--- config.mk ---
export PLATFORM = sky130hd
export DESIGN_NAME = escaped_frame_receiver_checker_unit
export DESIGN_NICKNAME = d
export VERILOG_FILES = /design/src/rtl/efrc_pkg.sv /design/src/rtl/efrc_cfg.sv /design/src/rtl/efrc_frame.sv /design/src/rtl/escaped_frame_receiver_checker_unit.sv
export SDC_FILE = /design/constraint.sdc
export NUM_CORES = 1
export LEC_CHECK = 0
export BUFFER_PORTS_ARGS = -buffer_cell sky130_fd_sc_hd__buf_2
export CORE_MARGIN = 1
export CORE_UTILIZATION = 56
export CTS_BUF_LIST = sky130_fd_sc_hd__clkbuf_16
export CTS_CLUSTER_DIAMETER = 200
export CTS_CLUSTER_SIZE = 24
export DETAILED_ROUTE_END_ITERATION = 6
export GPL_ROUTABILITY_DRIVEN = 0
export PLACE_DENSITY_LB_ADDON = 0.15
export SKIP_CTS_REPAIR_TIMING = 1
export SYNTH_ARGS = -nofsm -noshare
export SYNTH_HDL_FRONTEND = slang
export SYNTH_HIERARCHICAL = 1
export SYNTH_SLANG_ARGS = --single-unit
--- constraint.sdc ---
create_clock -name i_clk -period 6.1 [get_ports i_clk]
set_input_delay 0.305 -clock i_clk [delete_from_list [all_inputs] [get_ports i_clk]]
set_output_delay 0.305 -clock i_clk [all_outputs]
set_load 0.03 [all_outputs]
--- src/rtl/efrc_pkg.sv ---
// Shared types, constants and helpers of the escaped frame receiver checker.
`default_nettype none
package efrc_pkg;

    localparam int COUNT_W = 16;
    localparam int LEN_W   = 16;
    localparam int CMP_W   = (COUNT_W > LEN_W) ? COUNT_W : LEN_W;
    localparam int ADDR_W  = 2;
    localparam int DATA_W  = 32;

    localparam logic [7:0]  CH_CR       = 8'h0D;
    localparam logic [7:0]  CH_LF       = 8'h0A;
    localparam logic [7:0]  CASE_BIT    = 8'h20;
    localparam logic [15:0] SUM_INIT    = 16'hFFFF;
    localparam logic [15:0] LEN_RESET   = 16'd256;
    localparam int          HDR_BYTES   = 4;
    localparam int          TYPE_IDX    = 5;
    localparam int          SEQ_HI_IDX  = 6;
    localparam int          SEQ_LO_IDX  = 7;
    localparam int          MIN_FRAME   = 8;

    localparam logic [ADDR_W-1:0] ADDR_MAX_LEN = '0;

    typedef enum logic [1:0] {
        ST_OK       = 2'd0,
        ST_MISMATCH = 2'd1,
        ST_SHORT    = 2'd2
    } t_status;

    typedef struct packed {
        logic [15:0] computed_sum;
        logic [15:0] received_sum;
        logic [7:0]  sequence_res;
        logic [7:0]  msg_type;
    } t_result;

    // ASCII hex digit to nibble; case folded, non-hex digits give some nibble
    function automatic logic [3:0] hex_nibble(input logic [7:0] b);
        logic [7:0] c;
        logic [7:0] d;
        c = b & ~CASE_BIT;
        if (c >= 8'h41) begin
            d = c - 8'h41 + 8'd10;
        end else begin
            d = c - 8'h30;
        end
        return d[3:0];
    endfunction

endpackage
`default_nettype wire

--- src/rtl/efrc_cfg.sv ---
// Register file of the frame receiver: APB access to the frame length limit.
`default_nettype none
module efrc_cfg
    import efrc_pkg::*;
(
    input  wire logic              i_clk,
    input  wire logic              i_rst_n,
    input  wire logic              psel,
    input  wire logic              penable,
    input  wire logic              pwrite,
    input  wire logic [ADDR_W-1:0] paddr,
    input  wire logic [DATA_W-1:0] pwdata,
    output logic      [DATA_W-1:0] prdata,
    output logic                   pready,
    output logic      [LEN_W-1:0]  o_max_len
);

    logic [LEN_W-1:0] r_max_len;
    logic             wr_en;

    assign pready = 1'b1;
    assign wr_en  = psel && penable && pwrite && pready && (paddr == ADDR_MAX_LEN);

    always_ff @(posedge i_clk) begin
        if (!i_rst_n) begin
            r_max_len <= LEN_RESET;
        end else if (wr_en) begin
            r_max_len <= pwdata[LEN_W-1:0];
        end
    end

    always_comb begin
        prdata = '0;
        if (paddr == ADDR_MAX_LEN) begin
            prdata = {{(DATA_W-LEN_W){1'b0}}, r_max_len};
        end
    end

    assign o_max_len = r_max_len;

endmodule
`default_nettype wire

--- src/rtl/efrc_frame.sv ---
// Unescape and frame check state: one raw byte is processed per fire.
`default_nettype none
module efrc_frame
    import efrc_pkg::*;
(
    input  wire logic             i_clk,
    input  wire logic             i_rst_n,
    input  wire logic             i_fire,
    input  wire logic [7:0]       i_byte,
    input  wire logic [LEN_W-1:0] i_max_len,
    output logic                  o_emit,
    output t_status               o_status,
    output t_result               o_result
);

    logic               r_esc,  n_esc;
    logic [COUNT_W-1:0] r_cnt,  n_cnt;
    logic [15:0]        r_sum,  n_sum;
    logic [15:0]        r_hdr,  n_hdr;
    logic [7:0]         r_type, n_type;
    logic [7:0]         r_seq,  n_seq;

    // state as seen after the length-limit restart
    logic               esc;
    logic [COUNT_W-1:0] cnt;
    logic [15:0]        sum;
    logic [15:0]        hdr;
    logic [7:0]         typ;
    logic [7:0]         seq;
    logic               limit_hit;
    logic               take;
    logic               restart;
    logic [3:0]         nib;

    assign limit_hit = CMP_W'(r_cnt) >= CMP_W'(i_max_len);
    assign nib       = hex_nibble(i_byte);

    always_comb begin
        esc = limit_hit ? 1'b0     : r_esc;
        cnt = limit_hit ? '0       : r_cnt;
        sum = limit_hit ? SUM_INIT : r_sum;
        hdr = limit_hit ? '0       : r_hdr;
        typ = limit_hit ? '0       : r_type;
        seq = limit_hit ? '0       : r_seq;

        take    = 1'b0;
        restart = 1'b0;
        o_emit  = 1'b0;
        n_esc   = 1'b0;
        if (!esc) begin
            if (i_byte == CH_CR) begin
                n_esc = 1'b1;
            end else begin
                take = 1'b1;
            end
        end else if (i_byte == CH_CR) begin
            take = 1'b1;            // escaped CR is a literal CR
        end else if (i_byte == CH_LF) begin
            o_emit  = 1'b1;
            restart = 1'b1;
        end else begin
            restart = 1'b1;         // bad escape drops the frame
        end

        n_cnt  = cnt;
        n_sum  = sum;
        n_hdr  = hdr;
        n_type = typ;
        n_seq  = seq;
        if (take) begin
            if (cnt < COUNT_W'(HDR_BYTES)) begin
                n_hdr = {hdr[11:0], nib};
            end else begin
                n_sum = sum + {8'd0, i_byte};
            end
            if (cnt == COUNT_W'(TYPE_IDX)) begin
                n_type = i_byte;
            end else if (cnt == COUNT_W'(SEQ_HI_IDX)) begin
                n_seq = {nib, 4'd0};
            end else if (cnt == COUNT_W'(SEQ_LO_IDX)) begin
                n_seq = {seq[7:4], nib};
            end
            n_cnt = cnt + 1'b1;
        end
        if (restart) begin
            n_cnt  = '0;
            n_sum  = SUM_INIT;
            n_hdr  = '0;
            n_type = '0;
            n_seq  = '0;
        end

        if (cnt < COUNT_W'(MIN_FRAME)) begin
            o_status = ST_SHORT;
        end else if (hdr != sum) begin
            o_status = ST_MISMATCH;
        end else begin
            o_status = ST_OK;
        end
        o_result.computed_sum = sum;
        o_result.received_sum = hdr;
        o_result.sequence_res = seq;
        o_result.msg_type     = typ;
    end

    always_ff @(posedge i_clk) begin
        if (!i_rst_n) begin
            r_esc  <= 1'b0;
            r_cnt  <= '0;
            r_sum  <= SUM_INIT;
            r_hdr  <= '0;
            r_type <= '0;
            r_seq  <= '0;
        end else if (i_fire) begin
            r_esc  <= n_esc;
            r_cnt  <= n_cnt;
            r_sum  <= n_sum;
            r_hdr  <= n_hdr;
            r_type <= n_type;
            r_seq  <= n_seq;
        end
    end

endmodule
`default_nettype wire

--- src/rtl/escaped_frame_receiver_checker_unit.sv ---
// Top level of the escaped frame receiver checker: channels, stage registers.
//
// Input channel (s_axis_*): one raw link byte per item. CR CR gives a literal
// CR, CR LF closes a frame, CR plus any other byte drops the frame silently.
// Output channel (m_axis_*): one item per closed frame carrying the status
// (tuser: ok, checksum mismatch, short frame) and the decoded header fields.
// APB port: register 0 at byte address 0 holds max_frame_len (reset 256);
// write it only while the block is idle.
//
// Pipeline: input register -> frame logic -> output register.
// Result: the result of a CR LF is loaded into the output register and shown
// on m_axis_tvalid at the edge at which the LF item leaves the input register.
// Throughput: one item per cycle while the output side does not stall; the
// frame state update (flag, counter, 16-bit add) is the only loop.
// Stall: when a result waits in the output register and m_axis_tready is
// low, the input register still takes one more item, then holds it and
// s_axis_tready drops until the result is taken.
// Reset (synchronous, active low): both stage registers empty, frame state
// cleared, running sum at 0xFFFF, limit back to 256.
`default_nettype none
module escaped_frame_receiver_checker_unit
    import efrc_pkg::*;
(
    input  wire logic              i_clk,
    input  wire logic              i_rst_n,
    // input channel
    input  wire logic              s_axis_tvalid,
    output logic                   s_axis_tready,
    input  wire logic [7:0]        s_axis_tdata,   // [7:0] rx_byte
    // result channel
    output logic                   m_axis_tvalid,
    input  wire logic              m_axis_tready,
    output logic      [47:0]       m_axis_tdata,   // [7:0] msg_type, [15:8] sequence_res,
                                                   // [31:16] received_sum,
                                                   // [47:32] computed_sum
    output logic      [1:0]        m_axis_tuser,   // [1:0] frame_status
    // configuration
    input  wire logic              psel,
    input  wire logic              penable,
    input  wire logic              pwrite,
    input  wire logic [ADDR_W-1:0] paddr,
    input  wire logic [DATA_W-1:0] pwdata,
    output logic      [DATA_W-1:0] prdata,
    output logic                   pready
);

    logic             r_in_valid;
    logic [7:0]       r_in_byte;
    logic             r_out_valid;
    t_result          r_out;
    t_status          r_out_status;

    logic             fire;
    logic             emit;
    t_status          status;
    t_result          result;
    logic [LEN_W-1:0] max_len;

    // the frame stage moves whenever the output register can take a result
    assign fire          = r_in_valid && (!r_out_valid || m_axis_tready);
    assign s_axis_tready = !r_in_valid || fire;

    efrc_cfg u_cfg (
        .i_clk     (i_clk),
        .i_rst_n   (i_rst_n),
        .psel      (psel),
        .penable   (penable),
        .pwrite    (pwrite),
        .paddr     (paddr),
        .pwdata    (pwdata),
        .prdata    (prdata),
        .pready    (pready),
        .o_max_len (max_len)
    );

    efrc_frame u_frame (
        .i_clk     (i_clk),
        .i_rst_n   (i_rst_n),
        .i_fire    (fire),
        .i_byte    (r_in_byte),
        .i_max_len (max_len),
        .o_emit    (emit),
        .o_status  (status),
        .o_result  (result)
    );

    // input register
    always_ff @(posedge i_clk) begin
        if (!i_rst_n) begin
            r_in_valid <= 1'b0;
        end else if (s_axis_tready) begin
            r_in_valid <= s_axis_tvalid;
        end
    end

    always_ff @(posedge i_clk) begin
        if (s_axis_tvalid && s_axis_tready) begin
            r_in_byte <= s_axis_tdata;
        end
    end

    // output register: a frame close loads a result, a taken result leaves
    always_ff @(posedge i_clk) begin
        if (!i_rst_n) begin
            r_out_valid <= 1'b0;
        end else if (fire) begin
            r_out_valid <= emit;
        end else if (m_axis_tready) begin
            r_out_valid <= 1'b0;
        end
    end

    always_ff @(posedge i_clk) begin
        if (fire && emit) begin
            r_out        <= result;
            r_out_status <= status;
        end
    end

    assign m_axis_tvalid = r_out_valid;
    assign m_axis_tdata  = r_out;
    assign m_axis_tuser  = r_out_status;

endmodule
`default_nettype wire

# Word level (Yosys, flattened, before mapping)

Index checks and enable logic that the tools add are counted.

Register bits: 141
Output and inout port bits: 85

Magnitude comparators: 4
Reduce and logical (&&, ||, !) cells: 12
$add $sub $neg: 5
Mux-type cells: 35
Eq/ne operators: 6

Operators by type and width:

| kind                  | number |
|---|---|
| $mux 16               | 12 |
| $mux 8                | 9 |
| $eq 16x3->1 const B   | 3 |
| $add 16x1->16 const B | 1 |
| $add 16x8->16         | 1 |
| $eq 8x4->1 const B    | 2 |
| $ge 16x16->1          | 1 |
| $lt 16x3->1 const B   | 1 |
| $lt 16x4->1 const B   | 1 |
| $ne 16x16->1          | 1 |
| $mux 1                | 12 |
| $ge 8x7->1 const B    | 1 |
| $mux 4                | 2 |
| $sub 4x1->4 const B   | 2 |
| $logic_and 1x1->1     | 6 |
| $add 4x4->4 const B   | 1 |
| $logic_not 1->1       | 2 |
| $logic_not 2->1       | 1 |
| $logic_or 1x1->1      | 2 |
| $reduce_bool 2->1     | 1 |

# Depth between registers and ports, before layout

Gate-level depths: netlist of the first run.

Depth after elaboration: 8
Mapped depth: 18

# Cells and area by module

Netlist of the first run, hierarchy kept.

Modules (own cells, without submodules):

| module                              | seq. area each (µm²) | times used | cells an instance | area each (µm²) |
|---|---|---|---|---|
| efrc_frame                          | 1301.2               | 1          | 492               | 4220.3 |
| escaped_frame_receiver_checker_unit | 1781.7               | 1          | 71                | 1854.3 |
| efrc_cfg                            | 320.3                | 1          | 108               | 910.9 |

# Worst setup path before layout of the first run

Ideal clock, no wire load.

Kind: reg2reg
Start: register u_cfg.r_max_len[11] (netlist: u_cfg/o_max_len[11])
End: register r_out (netlist bit m_axis_tdata[0]) (enable)
Slack: 1.651 ns
Buffers on the path: 1
Stages on the path, launching flop included: 12
Clock period less this slack: 4.449 ns
Data required time: 5.642 ns
Data arrival time: 3.992 ns
Setup time: 0.458 ns
Cell sequence: dfxtp_1 inv_1 ha_1 a21oi_1 o21a_1 a2bb2oi_2 and3b_4 buf_6 nand2_1 nor4b_1 nand2_1 nor2_1

Longest elaborated chain between the ends: 4

Ends and longest elaborated chain:

| element                | RTL line                                   | RTL |
|---|---|---|
| start, declared        | efrc_cfg.sv:18                             | `logic [LEN_W-1:0] r_max_len;` |
| start signal, assigned | efrc_cfg.sv:28                             | `r_max_len <= pwdata[LEN_W-1:0];` |
| $ge 16x16->1           | efrc_frame.sv:35                           | `assign limit_hit = CMP_W'(r_cnt) >= CMP_W'(i_max_len);` |
| $mux 1                 | efrc_frame.sv:39                           | `esc = limit_hit ? 1'b0 : r_esc;` |
| $mux 1                 | efrc_frame.sv:50                           | `if (!esc) begin` |
| named net emit         | escaped_frame_receiver_checker_unit.sv:54  | `logic emit;` |
| $logic_and 1x1->1      | escaped_frame_receiver_checker_unit.sv:114 | `if (fire && emit) begin` |
| end signal, assigned   | escaped_frame_receiver_checker_unit.sv:115 | `r_out <= result;` |
| end, declared          | escaped_frame_receiver_checker_unit.sv:50  | `t_result r_out;` |

The timed path passes the listed nets, and every way through them passes these cells.
A chain may end at the register's enable or synchronous reset.

# Worst setup path in the final report of the first run

Start: register u_cfg.r_max_len[14] (netlist: u_cfg/o_max_len[14])
End: register u_frame.r_type[2]

Longest elaborated chain between the ends: 6
Elaborated cells on any way between the ends: 10

Ends and longest elaborated chain:

| element              | RTL line          | RTL |
|---|---|---|
| $ge 16x16->1 *       | efrc_frame.sv:35  |  |
| $mux 16              | efrc_frame.sv:40  | `cnt = limit_hit ? '0 : r_cnt;` |
| $eq 16x3->1          | efrc_frame.sv:76  | `if (cnt == COUNT_W'(TYPE_IDX)) begin` |
| $mux 8               | efrc_frame.sv:76  |  |
| $mux 8               | efrc_frame.sv:70  | `if (take) begin` |
| $mux 8 *             | efrc_frame.sv:85  | `if (restart) begin` |
| end signal, assigned | efrc_frame.sv:119 | `r_type <= n_type;` |
| end, declared        | efrc_frame.sv:20  | `logic [7:0] r_type, n_type;` |

Every way passes the cells marked *; elsewhere a longest branch is shown, timed or not.

==> results of run 1 <==
layout make-up:
class | instances | area share
multi-input cells | 460 | 0.3992
inverters | 41 | 0.01911
clock inverters | 15 | 0.01523
flip-flops and latches | 141 | 0.4226
repair buffers | 103 | 0.06495
well taps | 168 | 0.02610
clock buffers | 17 | 0.05283
critical path: cells and delay by family (launching register included):
family | cells | cell delay (ns)
simple gates | 9 | 2.91
compound gates | 2 | 0.72
flops | 1 | 0.36
fa+ha+maj | 2 | 0.49
buf+inv | 2 | 0.12
cell usage in the layout, fill, tap and decap left out, types with 21 or more instances in the layout:
cell type | synthesis | layout
nand2_1 | 61 | 61
buf_2 | 2 | 100
edfxtp_1 | 58 | 58
dfxtp_1 | 83 | 83
and2_1 | 51 | 51
xnor2_1 | 21 | 21
inv_1 | 41 | 42
ha_1 | 34 | 34
a22o_1 | 24 | 24
report_power, final:
part | total [mW] | leakage [nW] | internal (mW) | switching (mW)
combinational | 0.186 | 1.82 | 0.0719 | 0.114
sequential | 1.03 | 1.23 | 0.999 | 0.0330
clock | 0.952 | 0.254 | 0.557 | 0.395
total | 2.17 | 3.30 | 1.63 | 0.542
sequential cells by signal, summed over array words and instances, names as in the netlist:
signal           flops
r_in_valid           1
u_frame/r_type       8
u_frame/r_cnt       16
m_axis_tdata        48
m_axis_tuser         2
m_axis_tvalid        1
u_frame/r_sum       16
u_cfg/o_max_len     16
u_frame/r_esc        1
u_frame/r_seq        8
u_frame/r_hdr       16
r_in_byte            8
worst paths after layout:
| kind | startpoint | to | slack (ns) | depth (start not counted) |
|---|---|---|---|---|
| worst max register to register | u_cfg/o_max_len[14]$_SDFFE_PN0P_ | u_frame/r_type[2]$_SDFFE_PN0P_ | 1.42 | 15 |
| worst min-delay path | s_axis_tdata[5] | r_in_byte[5]$_DFFE_PP_ | 0.07 | 1 |
| worst max-delay path | u_cfg/o_max_len[14]$_SDFFE_PN0P_ | u_frame/r_type[2]$_SDFFE_PN0P_ | 1.42 | 15 |
| worst min register to register | u_frame/r_seq[4]$_SDFFE_PN0P_ | u_frame/r_seq[4]$_SDFFE_PN0P_ | 0.46 | 2 |
per-layer routing:
| metal | up-vias | global-route usage | wire length [um] |
|---|---|---|---|
| met5 | - | 0 | 0 |
| met4 | 0 | 0.07895 | 191 |
| met1 | 2457 | 0.3222 | 6935 |
| li1 | 2549 | - | - |
| met2 | 174 | 0.3711 | 6749 |
| met3 | 14 | 0.04729 | 686 |
metrics by stage:
step	utilization	cells	power [mW]	area (um^2)
finish	0.6676	945	2.170	8053
global route	0.6676	945	2.248	8053
detailed placement	0.6222	913	1.233	7505
floorplan	-	686	1.193	7042
CTS	0.6676	945	2.180	8053
global placement	0.6222	913	1.223	7505
logic make-up after synthesis:
family | Yosys count | share of synthesized area
muxes | 17 | 0.02436
adders and majority gates | 35 | 0.06377
xor gates and xnor gates | 29 | 0.03636
other | 2 | 0.001075
and+or+nand+nor | 229 | 0.1850
AOI/OAI and AO/OA | 133 | 0.1404
buffers and inverters | 85 | 0.06179
DFF | 141 | 0.4872
==> metrics.yaml, run 1 <==
run_status:
  status: "completed"
yosys:
  ys_ff_latch: 141
  synth_most_common_cell: "dfxtp_1"
  ys_seq_area_frac: 0.4872
  synth_area_leaders: "edfxtp_1 25%, dfxtp_1 24%, ha_1 6.1%, and2_1 4.6%, nand2_1 3.3%"
  synth_area_um2: 6985
  ys.flop_type: "dfxtp_1"
  yosys.area.top_type_share: 0.2493
  syn_inst: 671
  synth_edf_count: 58
  synth_top_area_cell: "edfxtp_1"
  avgSynthCellArea_um2: 10.41
  yosys_warnings: 6
  ys_types: 66
  synthArstFlopShare: 0
  synth_commonest_cells: "83 x dfxtp_1, 61 x nand2_1, 58 x edfxtp_1"
cts:
  cts_root_buf: "clkbuf_16"
  cts.sinks: 141
  path_clk_slew_ns: 0.06
  cts_tree: "built"
  clock_latency_ns: 0.41
  cts_made_buffers: 17
  htree_levels: 4
  clockBufferDepth: 2
drt:
  wire_per_inst_um: 15.41
  drt_iter0_drc: 455
  drc: 0
  wirelength_um: 14560
  via_count: 5194
  postRouteAntennaNets: 0
  firstDrtPassIters: 5
  viasPerCell: 5.496
pwr:
  power.leakage_nw: 3.303
  powerDensity_nw_per_um2: 269.5
  peakVddDrop_v: 0.0001395
sta:
  hold_viol_final: 0
  fmax_mhz: 213.8
  setup_viol: 0
  finalClockSkew_ns: 0.01083
  relSlewSlack: 0.4109
  fin_setup_tns_ns: 0
  worstMarginPinSlew_ns: 0.8817
  hold_ws_ns: 0.07258
  drv_slew: 0
  setup_ws_ns: 1.422
  fin_crit_sh: 0.7669
  min_period_ns: 4.678
  rsz0062_at_grt: "false"
run:
  drv_cap: 0
placed_design:
  dp_slack_ns: 1.487
  io_buffers: 100
  dp_hpwl_um: 10160
floorplanning:
  core_area_um2: 12060
  die-area_um2: 12920
  fp.dieW_um: 113.7
  row_count: 40
  initial_utilization: 0.5791
  top_level_ports: 134
  die_h_um: 113.7
grt:
  grt_pass1_wl_um: 23810
  antenna_found_initial: 0
  grt_overflow: 0
  grtUsageTotal: 0.2345
  grt_pass1_vias: 4900
  grt_max_degree: 59
cells_and_area:
  multi_input_area_um2: 3214
  layout-drive-gt1-share: 0.2033
  syn2layout_area_growth_pct: 15.28
  seqCellArea_um2: 3403
  fillCellCount: 957
  final_nets: 848
  antennaDiodeCount: 0
setup_path:
  path_class: "reg2reg"
  cp_slowest_cell: "nor2_1"
  start_kind: "flop"
  arrival_ns: 5.03
  cp-end-kind: "flop"
  worstPathRequired_ns: 6.45
  crit_fanout: 58
  cp_slowest_stage_delay_ns: 0.68
  crit_chain: "inv_1 > ha_1 > nand4_2 > nor4_4 > nand2_2 > and3b_4 > nand2_1 > inv_1 > ha_1 > and2b_1 > nand2_1 > a211oi_2 > nand2_2 > nor2_1 > a22o_1"
min_path:
  holdCritPathClass: "in2reg"
Note: power is estimated with default switching activity, not from simulation.
==> inputs of run 2 (changes only) <==
--- a/config.mk
+++ b/config.mk
@@ -5,9 +5,10 @@
 export SDC_FILE = /design/constraint.sdc
 export NUM_CORES = 1
 export LEC_CHECK = 0
+export ABC_AREA = 1
 export BUFFER_PORTS_ARGS = -buffer_cell sky130_fd_sc_hd__buf_2
 export CORE_MARGIN = 1
-export CORE_UTILIZATION = 56
+export CORE_UTILIZATION = 57
 export CTS_BUF_LIST = sky130_fd_sc_hd__clkbuf_16
 export CTS_CLUSTER_DIAMETER = 200
 export CTS_CLUSTER_SIZE = 24
==> constraint.sdc (replaced) <==
create_clock -name i_clk -period 4.85 [get_ports i_clk]
set_input_delay 0.2425 -clock i_clk [delete_from_list [all_inputs] [get_ports i_clk]]
set_output_delay 0.2425 -clock i_clk [all_outputs]
set_load 0.03 [all_outputs]
==> run 2 against run 1 <==
  * Final cell count increased by 49%
  * Register-to-register slack got worse by 0.78 ns
  * Flip-flop and latch count unchanged
  * Worst setup slack got worse by 0.78 ns
  * Routed wire length increased by 33%
  * Synthesized cell count increased by 67%
  * Sequential power increased by 24%
  * Clock power increased by 36%
  * Clock-buffer cell count unchanged
  * Clock skew decreased by 0.0010 ns
  * Die area increased by 16%
  * Largest cell class is now multi-input gates
  * Highest routed layer unchanged
==> metrics.yaml, run 2 <==
run_status:
  status: "completed"
sta:
  hold_viol_final: 0  # unchanged
  worstMarginPinSlew_ns: 1.166  # +0.2841 ns
  relSlewSlack: 0.2217  # -0.1893
  drv_slew: 0  # unchanged
  hold_ws_ns: 0.03770  # -0.03488 ns
  rsz0062_at_grt: "false"
  fin_crit_sh: 0.8670  # +0.1001
  min_period_ns: 4.205  # -0.4729 ns
  setup_viol: 0  # unchanged
  fmax_mhz: 237.8  # +11%
  fin_setup_tns_ns: 0  # unchanged
  finalClockSkew_ns: 0.009813  # -0.001018 ns
cts:
  path_clk_slew_ns: 0.06  # about the same
  cts_root_buf: "clkbuf_16"
  htree_levels: 4  # unchanged
  cts_made_buffers: 17  # unchanged
  clock_latency_ns: 0.43  # +0.02 ns
  clockBufferDepth: 2  # unchanged
  cts.sinks: 141  # unchanged
  cts_tree: "built"
setup_path:
  start_kind: "flop"
  crit-reg2reg-launch: "u_cfg/o_max_len[2]$_SDFFE_PN0P_"
  crit_family: "simple AND/OR/NAND/NOR gates"
  cp-end-kind: "flop"
  rrSetupSlack_ns: 0.64  # -0.78 ns
  r2r_cells: 27  # +12
  crit_top_cell: "nand2_1"
  cp_slowest_cell: "fa_1"
  arrival_ns: 4.52  # -0.51 ns
  path_class: "reg2reg"
  cp_slowest_stage_delay_ns: 0.42  # -0.26 ns
  timing.rr.end: "u_frame/r_sum[14]$_SDFFE_PN1P_"
  path_buf_inv: 4  # +2
  crit_fanout: 25  # -57%
  worstPathRequired_ns: 5.17  # -1.28 ns
min_path:
  whs_path_depth: 3  # +2
  worstHoldStart: "pwdata[8]"
  holdCritPathClass: "in2reg"
  hold_end: "u_cfg/o_max_len[8]$_SDFFE_PN1P_"
cells_and_area:
  final_cell_mix: "260 x nand2_1, 170 x inv_1, 123 x nor2_1"
  syn2layout_area_growth_pct: 13.88
  fillCellCount: 1228  # +28%
  layout-drive-gt1-share: 0.1471  # -0.05629
  final_nets: 1295  # +53%
  postLayoutCellArea_um2: 9454  # +17%
  largest_reg_flops: 48  # unchanged
  antennaDiodeCount: 0  # unchanged
  layout_commonest_cell: "nand2_1"
  finish.utilization: 0.6733  # +0.005625
yosys:
  ys.flop_type: "dfxtp_1"
  synth-simple-area-share: 0.3179  # +0.1328
  synth_top_area_cell: "edfxtp_1"
  yosys.area.top_type_share: 0.2098  # -0.03953
  synth_commonest_cells: "260 x nand2_1, 169 x inv_1, 124 x nor2_1"
  synth_top_family_by_area: "simple AND/OR/NAND/NOR gates"
  synth_area_leaders: "edfxtp_1 21%, dfxtp_1 20%, nand2_1 12%, inv_1 7.6%, nand3_1 6.0%"
  synth_xor_area_frac: 0.01372  # -0.02265
  synthMuxAreaShare: 0  # -0.02436
  syn_inst: 1123  # +67%
  ys_ff_latch: 141  # unchanged
  synthAdderAreaFrac: 0.05365  # -0.01011
  avgSynthCellArea_um2: 7.392  # -29%
  synth_area_um2: 8302  # +19%
  synth_most_common_cell: "nand2_1"
  synth_compound_area_frac: 0.08018  # -0.06025
  yosys_warnings: 6  # unchanged
  ys_seq_area_frac: 0.4099  # -0.07725
  synthArstFlopShare: 0  # unchanged
  ys_types: 46  # -30%
  synth_edf_count: 58  # unchanged
grt:
  met2_usage: 0.3940  # +0.02282
  antenna_found_initial: 0  # unchanged
  grt_max_degree: 67  # +14%
  grtUsageTotal: 0.2717  # +0.03717
  grt_overflow: 0  # unchanged
  grt_pass1_wl_um: 31820  # +34%
  met1_usage: 0.3960  # +0.07383
  use_met3: 0.06877  # +0.02148
  grt_pass1_vias: 6554  # +34%
  busiest_layer: "met1"
placed_design:
  dpl_cell_area_um2: 8791  # +17%
  io_buffers: 100  # unchanged
  dp_hpwl_um: 13100  # +29%
floorplanning:
  row_count: 43  # +7.5%
  initial_utilization: 0.5912  # +0.01205
  die_h_um: 122.7  # +7.9%
  core_area_um2: 14040  # +16%
  die-area_um2: 15050  # +16%
  fp.dieW_um: 122.7  # +7.9%
  top_level_ports: 134  # unchanged
pwr:
  peakVddDrop_v: 0.0002442  # +75%
  powerDensity_nw_per_um2: 306.3  # +14%
  power.leakage_nw: 4.270  # +29%
drt:
  wirelength_um: 19420  # +33%
  via_count: 7464  # +44%
  drc: 0  # unchanged
  firstDrtPassIters: 6  # +1
  drt_iter0_drc: 843  # +85%
  postRouteAntennaNets: 0  # unchanged
  wire_per_inst_um: 13.83  # -10%
  viasPerCell: 5.316  # -3.3%
run:
  drv_cap: 0  # unchanged
-- run 2: cell count changes after synthesis, moves of 17 or more --
| cell | previous run | this run |
|---|---|---|
| a21oi_1 | 19 | 81 |
| a22o_1 | 24 | 0 |
| and2_1 | 51 | 1 |
| inv_1 | 41 | 169 |
| mux2i_1 | 17 | 0 |
| nand2_1 | 61 | 260 |
| nand2b_1 | 18 | 0 |
| nand3_1 | 12 | 100 |
| nand4_1 | 10 | 45 |
| nor2_1 | 20 | 124 |
| xnor2_1 | 21 | 3 |
-- run 2: worst max-delay path by stage --
stage,startpoint,end,slack [ns],cells past startpoint
after floorplan,u_cfg/o_max_len[13]$_SDFFE_PN0P_,m_axis_tdata[0]$_DFFE_PP_,0.52,14
final,u_cfg/o_max_len[2]$_SDFFE_PN0P_,u_frame/r_sum[14]$_SDFFE_PN1P_,0.64,27
after CTS,u_cfg/o_max_len[3]$_SDFFE_PN0P_,u_frame/r_sum[14]$_SDFFE_PN1P_,0.69,27
after detailed placement,u_cfg/o_max_len[3]$_SDFFE_PN0P_,u_frame/r_sum[14]$_SDFFE_PN1P_,0.73,27
after global placement,u_frame/r_cnt[2]$_SDFFE_PN0P_,u_frame/r_sum[14]$_SDFFE_PN1P_,0.81,26
after global routing,u_cfg/o_max_len[3]$_SDFFE_PN0P_,u_frame/r_sum[14]$_SDFFE_PN1P_,0.26,27
-- run 2: power breakdown --
part / switching [mW] / internal [mW]
Sequential: 0.0202 / 1.26
Combinational: 0.227 / 0.103
Clock: 0.494 / 0.797
-- run 2: kinds of logic after synthesis --
logic type,count (synthesis)
fa+ha+maj,35
flops,141
xor+xnor,13
compound gates,120
other cells,2
simple gates,574
buf+inv,238
-- run 2: tightest hold or removal path: stages --
cell and delay, ns:
buf_2 0.07, nand2_1 0.05, nand3_1 0.07
-- run 2: final cells by class --
type	instances	area, um^2	area share
sequential	141	3403	0.3600
multi-input combinational	759	3941	0.4169
clock inverter	15	157.7	0.01668
tap	180	225.2	0.02382
inverter	176	660.6	0.06988
timing repair buffer	116	640.6	0.06776
clock buffer	17	425.4	0.04500
-- run 2: metrics by stage --
stage / setup WS [ns] / total power [mW] / cells
detailed placement: 0.7298 / 1.616 / 1364
finish: 0.6450 / 2.896 / 1404
floorplan: 0.5240 / 1.554 / 1138
CTS: 0.6936 / 2.896 / 1396
global route: 0.2586 / 3.000 / 1404
global placement: 0.8092 / 1.611 / 1364
-- run 2: metal layers --
layer  vias to the layer above  share of wire  wire (um)
li1                       3776              -          -
met1                      3363           0.48       9300
met2                       300           0.43       8356
met3                        25          0.079       1528
met4                         0          0.012        232
met5                         -              0          0
